**src/rtl/packed_lu_product_assert.svh**
```systemverilog
// Assertion macros shared by the packed LU product RTL.
`ifndef PACKED_LU_PRODUCT_ASSERT_SVH
`define PACKED_LU_PRODUCT_ASSERT_SVH

`ifndef SYNTHESIS
// Checks a property on every rising clock edge outside reset.
`define PLP_ASSERT(lbl, clk, rst_n, prop) \
    lbl: assert property (@(posedge clk) disable iff (!rst_n) (prop)) \
        else $error("packed_lu_product: assertion failed");
// Checks that the consequent holds in the cycle after the antecedent.
`define PLP_ASSERT_NEXT(lbl, clk, rst_n, ante, cons) \
    lbl: assert property (@(posedge clk) disable iff (!rst_n) (ante) |=> (cons)) \
        else $error("packed_lu_product: assertion failed");
`else
`define PLP_ASSERT(lbl, clk, rst_n, prop)
`define PLP_ASSERT_NEXT(lbl, clk, rst_n, ante, cons)
`endif

`endif

```
**src/rtl/plp_pkg.sv**
```systemverilog
// Package with the types and constants of the packed LU product block.
package plp_pkg;

    // Fixed field widths.
    localparam int DATA_W   = 32;
    localparam int IDX_W    = 4;
    localparam int SIZE_W   = 5;
    localparam int TERM_W   = 48;

    // Defaults.
    localparam int MAX_DIM_DEF = 16;
    localparam logic [SIZE_W-1:0] SIZE_RST = 5'd16;

    // Request kinds.
    localparam logic KIND_WRITE = 1'b0;
    localparam logic KIND_QUERY = 1'b1;

    // Sequencer states.
    typedef enum logic [1:0] {
        ST_IDLE,
        ST_RUN,
        ST_WAIT,
        ST_NULL
    } t_state;

    // Control that travels with each pair of store reads.
    typedef struct packed {
        logic valid;
        logic first;
        logic last;
        logic diag;
    } t_mac_ctl;

endpackage

```
**src/rtl/plp_mac.sv**
```systemverilog
// Multiply-accumulate pipeline that sums the L times U terms and saturates.
`include "packed_lu_product_assert.svh"
module plp_mac
    import plp_pkg::*;
#(
    parameter int ACC_W = TERM_W + $clog2(MAX_DIM_DEF)
) (
    input  logic              i_clk,
    input  logic              i_rst_n,
    input  t_mac_ctl          i_ctl,
    input  logic [DATA_W-1:0] i_l_data,
    input  logic [DATA_W-1:0] i_u_data,
    output logic              o_done,
    output logic [DATA_W-1:0] o_product,
    output logic              o_sat
);

    t_mac_ctl                 r_s1;
    t_mac_ctl                 r_s2;
    logic signed [TERM_W-1:0] r_term;
    logic signed [TERM_W-1:0] n_term;
    logic signed [ACC_W-1:0]  r_acc;
    logic                     r_done;
    logic signed [2*DATA_W-1:0] prod;
    logic [ACC_W-DATA_W:0]    acc_top;
    logic                     in_range;

    // Control follows the store read latency, then the term register.
    always_ff @(posedge i_clk) begin
        if (!i_rst_n) begin
            r_s1 <= '0;
            r_s2 <= '0;
        end else begin
            r_s1 <= i_ctl;
            r_s2 <= r_s1;
        end
    end

    // One term: the U element itself on the diagonal of L, else the
    // product truncated toward minus infinity to Q32.16.
    always_comb begin
        prod = $signed(i_l_data) * $signed(i_u_data);
        if (r_s1.diag) begin
            n_term = TERM_W'($signed(i_u_data));
        end else begin
            n_term = prod[TERM_W+15:16];
        end
    end

    always_ff @(posedge i_clk) begin
        r_term <= n_term;
    end

    // Accumulator, restarted by the first term of a query.
    always_ff @(posedge i_clk) begin
        if (r_s2.valid) begin
            if (r_s2.first) begin
                r_acc <= ACC_W'(r_term);
            end else begin
                r_acc <= r_acc + ACC_W'(r_term);
            end
        end
    end

    // Done flag: set by the last term, cleared when the next query starts.
    always_ff @(posedge i_clk) begin
        if (!i_rst_n) begin
            r_done <= 1'b0;
        end else if (r_s2.valid && r_s2.last) begin
            r_done <= 1'b1;
        end else if (i_ctl.valid && i_ctl.first) begin
            r_done <= 1'b0;
        end
    end

    // Saturate to 32 bits: the sum fits when all bits above bit 30 agree.
    always_comb begin
        acc_top  = r_acc[ACC_W-1:DATA_W-1];
        in_range = (&acc_top) || (~|acc_top);
        o_sat    = !in_range;
        if (in_range) begin
            o_product = r_acc[DATA_W-1:0];
        end else if (r_acc[ACC_W-1]) begin
            o_product = {1'b1, {(DATA_W-1){1'b0}}};
        end else begin
            o_product = {1'b0, {(DATA_W-1){1'b1}}};
        end
    end

    assign o_done = r_done;

    `PLP_ASSERT_NEXT(a_first_loads, i_clk, i_rst_n, r_s2.valid && r_s2.first, r_acc == ACC_W'($past(r_term)))
    `PLP_ASSERT(a_done_idle_pipe, i_clk, i_rst_n, r_done |-> !r_s2.valid)
    `PLP_ASSERT(a_done_source, i_clk, i_rst_n, $rose(r_done) |-> $past(r_s2.valid && r_s2.last))

endmodule

```
**config.mk**
```make
export PLATFORM = sky130hd
export DESIGN_NAME = plp_mac
export DESIGN_NICKNAME = d
export VERILOG_FILES = /design/src/rtl/plp_pkg.sv /design/src/rtl/plp_mac.sv
export VERILOG_INCLUDE_DIRS = /design/src /design/src/rtl
export SDC_FILE = /design/constraint.sdc
export NUM_CORES = 2
export LEC_CHECK = 0
export BUFFER_PORTS_ARGS = -buffer_cell sky130_fd_sc_hd__buf_2
export CAP_MARGIN = 20
export CORE_UTILIZATION = 25
export CTS_CLUSTER_DIAMETER = 40
export DETAILED_ROUTE_END_ITERATION = 6
export PLACE_DENSITY = 0.44
export SKIP_LAST_GASP = 1
export SYNTH_ARGS = -nofsm -noshare
export SYNTH_HDL_FRONTEND = slang
export SYNTH_SLANG_ARGS = --single-unit
```
**constraint.sdc**
```tcl
create_clock -name i_clk -period 11.6 [get_ports i_clk]
set_clock_uncertainty 0.05 [all_clocks]
set_input_delay 1.16 -clock i_clk [delete_from_list [all_inputs] [get_ports i_clk]]
set_output_delay 1.16 -clock i_clk [all_outputs]
set_load 0.02 [all_outputs]
```
Yosys cells after proc, flatten, opt, wreduce, memory -nomap -nowiden
Cells that the tools add are included.
- flip-flop bits (word level): 108
- input bits: 70
- output and inout bits: 34
- logic and storage cells: 26
- add/subtract/negate cells: 1
- multipliers: 1
- multiplexer cells: 6
- reductions and logical operators: 8
- operators by type and width (cell ; number):
    $mul 32x32->64 ; 1
    $mux 32 ; 2
    $add 52x48->52 ; 1
    $mux 52 ; 1
    $mux 48 ; 1
    $reduce_and 21->1 ; 1
    $reduce_or 21->1 ; 1
    $logic_and 1x1->1 ; 2
    $logic_not 1->1 ; 2
    $mux 1 ; 2
    $reduce_bool 2->1 ; 1
    $logic_or 1x1->1 ; 1

Logic depth before layout (Yosys ltp)
- word-level depth: 4
- depth in mapped cells: 30
- mapped depth without buffers: 28

Worst setup path after synthesis
Ideal clock, no wire load.
- path type: input to register
- start point: in i_l_data[31]
- end point: reg r_term[47]
- setup time: 0.115 ns
- arrival time: 8.901 ns
- required time: 11.435 ns
- path slack: 2.534 ns
- cell stages on the path: 27
- cells stage by stage: clkbuf_1 nand2_1 inv_1 fa_1 fa_1 fa_1 fa_1 inv_1 fa_1 inv_1 fa_1 inv_1 fa_1 inv_1 fa_1 ha_1 a21o_1 a211o_1 a31o_1 a21oi_1 o21ai_0 a221o_1 a31oi_4 nor2_1 a2111oi_2 xnor2_1 o21a_1
- cells in the longest elaborated chain, start to end: 2
- RTL lines (item ; line ; RTL):
    start, declared ; plp_mac.sv:11 ; input logic [DATA_W-1:0] i_l_data,
    $mul 32x32->64 ; plp_mac.sv:42 ; prod = $signed(i_l_data) * $signed(i_u_data);
    $mux 48 ; plp_mac.sv:43 ; if (r_s1.diag) begin
    net n_term[47] ; plp_mac.sv:21 ; logic signed [TERM_W-1:0] n_term;
    end signal, assigned ; plp_mac.sv:51 ; r_term <= n_term;
    end, declared ; plp_mac.sv:20 ; logic signed [TERM_W-1:0] r_term;
The timed path passes the listed nets, and every way through them passes these cells.
A chain may end at the register's enable or synchronous reset.

Final worst setup path
Same ends and word-level chain as after synthesis.

==> run_results.csv <==
group,metric,value,unit
clock_network,cts_hold_buf,0,
floorplan,die_w,411,um
global_route,first_global_vias,33100,
routing,via_per_inst,4.46,
critical_path,cpMostUsedCell,"fa_1",
global_route,antenna_found_initial,14,
clock_network,cts_resized,0,
sta,relSlewSlack,34.0,%
clock_network,cts_buffers,9,
clock_network,insertion_delay,390,ps
sta,rsz0062_at_grt,"false",
routing,num_vias,29500,
run,max-cap-violations,0,
clock_network,postCtsSetupBuffers,0,
sta,max_freq,0.106,GHz
critical_path,worstSetupPathType,"in2reg",
sta,worst_slack,2190,ps
logic_synthesis,syn_nets,5850,
global_route,grt_usage,16.3,%
routing,antenna_left,0,
routing,drt_pre_antenna_iters,6,
logic_synthesis,synthCells,4467,
sta,fin_tns_setup,0,ps
placed_design,port_buffers,103,
floorplan,dieArea,169000,um^2
logic_synthesis,synth-main-ff-cell,"dfxtp_1",
routing,drt_iter0_markers,1571,
critical_path,arrival,9640,ps
critical_path,crit_path_end_kind,"flop",
floorplan,core,166000,um^2
status,status,"finished clean",
logic_synthesis,ys_ff_latch,108,
sta,fin_crit,9410,ps
hold_path,hold_path_class,"reg2reg",
global_route,overflow,0,
critical_path,cp_max_fo,11,
global_route,grt_pass1_wl,208,mm
logic_synthesis,syn_area,41900,um^2
clock_network,clock_sinks,108,
floorplan,start_util,25.3,%
critical_path,critPathSlowestCell,"fa_1",
placed_design,pre_cts_ws,1640,ps
floorplan,row_count,149,
sta,finalCritPeriodShare,81.1,%
floorplan,die_y,411,um
sta,finalSetupViolCount,0,
critical_path,start_kind,"primary input",
logic_synthesis,synth_edf_count,52,
placed_design,gp_congestion,0.828,
critical_path,cp_slowest_stage_delay,940,ps
sta,worst_pin_slew,991,ps
finish,syn2layout_area_growth,7.49,%
logic_synthesis,syn_avg_cell_area,9.38,um^2
clock_network,clockBufferDepth,2,
routing,wl,133,mm
logic_synthesis,ys_seq_area_share,6.40,%
sta,timing.final.max_slew_violations,0,
finish,nFillCells,17700,
sta,final_hold_viol_count,0,
finish,multi_input_area,34700,um^2
logic_synthesis,synth.distinct_cells,66,
logic_synthesis,yosysWarnings,0,
finish,drive_gt1_share,4.37,%
finish,regArea,2690,um^2
clock_network,path_clk_slew,80,ps
logic_synthesis,ys_async_sr_fraction,0,%
finish,num-nets-final,5792,
global_route,grt_max_degree,85,
clock_network,cts_tree,"yes",
routing,wl_per_cell,20.2,um
placed_design,dp_hpwl,108,mm
clock_network,h-tree-depth,3,
floorplan,ios,104,
critical_path,required,11840,ps
routing,drc_errors,0,
clock_network,cts-root-buf,"clkbuf_16",
## final cells by class
class                      count  share of cell area [%]
multi-input combinational   3164                    77.1
inverter                     966                    8.05
tap                         2189                    6.08
sequential                   108                    5.97
timing repair buffer         160                    2.10
clock buffer                   9                   0.500
clock inverter                 7                   0.153
antenna                        6                  0.0333
## state kept, by name, indices dropped and copies added, names as in the netlist
name / count
o_done: 1
r_acc: 52
r_s1: 4
r_term: 48
r_s2: 3
## path summary, 6_finish.rpt
kind	start	endpoint	slack (ps)	cells past startpoint
setup / recovery	i_l_data[31]	r_term[47]	2190	30
hold / removal	r_s1[3]	r_s2[3]	380	1
setup reg to reg	r_acc[0]	r_acc[34]	7800	14
hold reg to reg	r_s1[3]	r_s2[3]	380	1
## cell usage in the layout (no fill, tap or decap), drive strengths merged, types with 24 or more instances in the layout
cell type / Yosys / layout
fa: 1082 / 1082
inv: 965 / 969
nand2: 602 / 602
and2: 518 / 518
ha: 231 / 231
buf: 3 / 160
o21ai: 141 / 141
a21oi: 100 / 100
nor2: 78 / 78
a21o: 76 / 76
xnor2: 60 / 60
dfxtp: 56 / 56
edfxtp: 52 / 52
xor2: 48 / 48
nand3: 24 / 24
## layer usage
layer	track usage [%]	vias to the layer above	part of all wire [%]
li1	-	13100	-
met4	2.88	2	1.9
met3	1.21	106	2.9
met5	0	-	0.0060
met2	29.0	524	51
met1	21.6	15800	45
## cells in the mapped netlist (all sizes together), types with 4 or more instances
cell type	number	area, um^2
nor3	12	60.1
nand2b	16	100
a21oi	100	500
nand4	23	144
o211ai	5	37.5
clkbuf	226	848
a21o	76	571
a41oi	4	42.6
nand3	24	120
and3	11	68.8
nor4	7	43.8
nor2	78	293
and2	518	3240
o221ai	4	35.0
a31oi	13	96.3
and4	4	35.0
xnor2	60	526
inv	965	3620
nand2	602	2260
xor2	48	420
edfxtp	52	1560
o21ai	141	706
a21boi	4	30.0
dfxtp	56	1120
a211oi	7	52.6
o21a	16	120
o21bai	13	97.6
fa	1082	21700
a221oi	4	52.6
o31ai	7	80.1
nor2b	10	62.6
ha	231	2890
a2111oi	4	41.3
## kinds of logic after synthesis
kind of cell / share of synthesized area (%)
compound gates: 6.38
xor+xnor: 2.26
fa+ha+maj: 58.6
buf+inv: 10.7
flops: 6.40
mux: 0.0777
simple gates: 15.6
## stage by stage
stage / instances / area [um^2] / hold slack (ps) / utilization [%]
floorplan: 4467 / 41900 / 362 / -
global placement: 6587 / 44700 / 364 / 27.0
detailed placement: 6587 / 44700 / 369 / 27.0
CTS: 6603 / 45000 / 387 / 27.2
global route: 6604 / 45000 / 397 / 27.2
finish: 6609 / 45000 / 383 / 27.2
## worst max-delay path: cells and delay by family
kind / cells / cell delay (ps)
adder cells (fa/ha/maj): 9 / 4590
XOR/XNOR: 1 / 100
buffers and inverters: 9 / 1380
AND/OR/NAND/NOR: 2 / 300
AO/OA/AOI/OAI: 9 / 2070
Power is left out: the tool's default activity adds up to more than one toggle a clock period on the data nets, which glitch-free logic cannot reach.
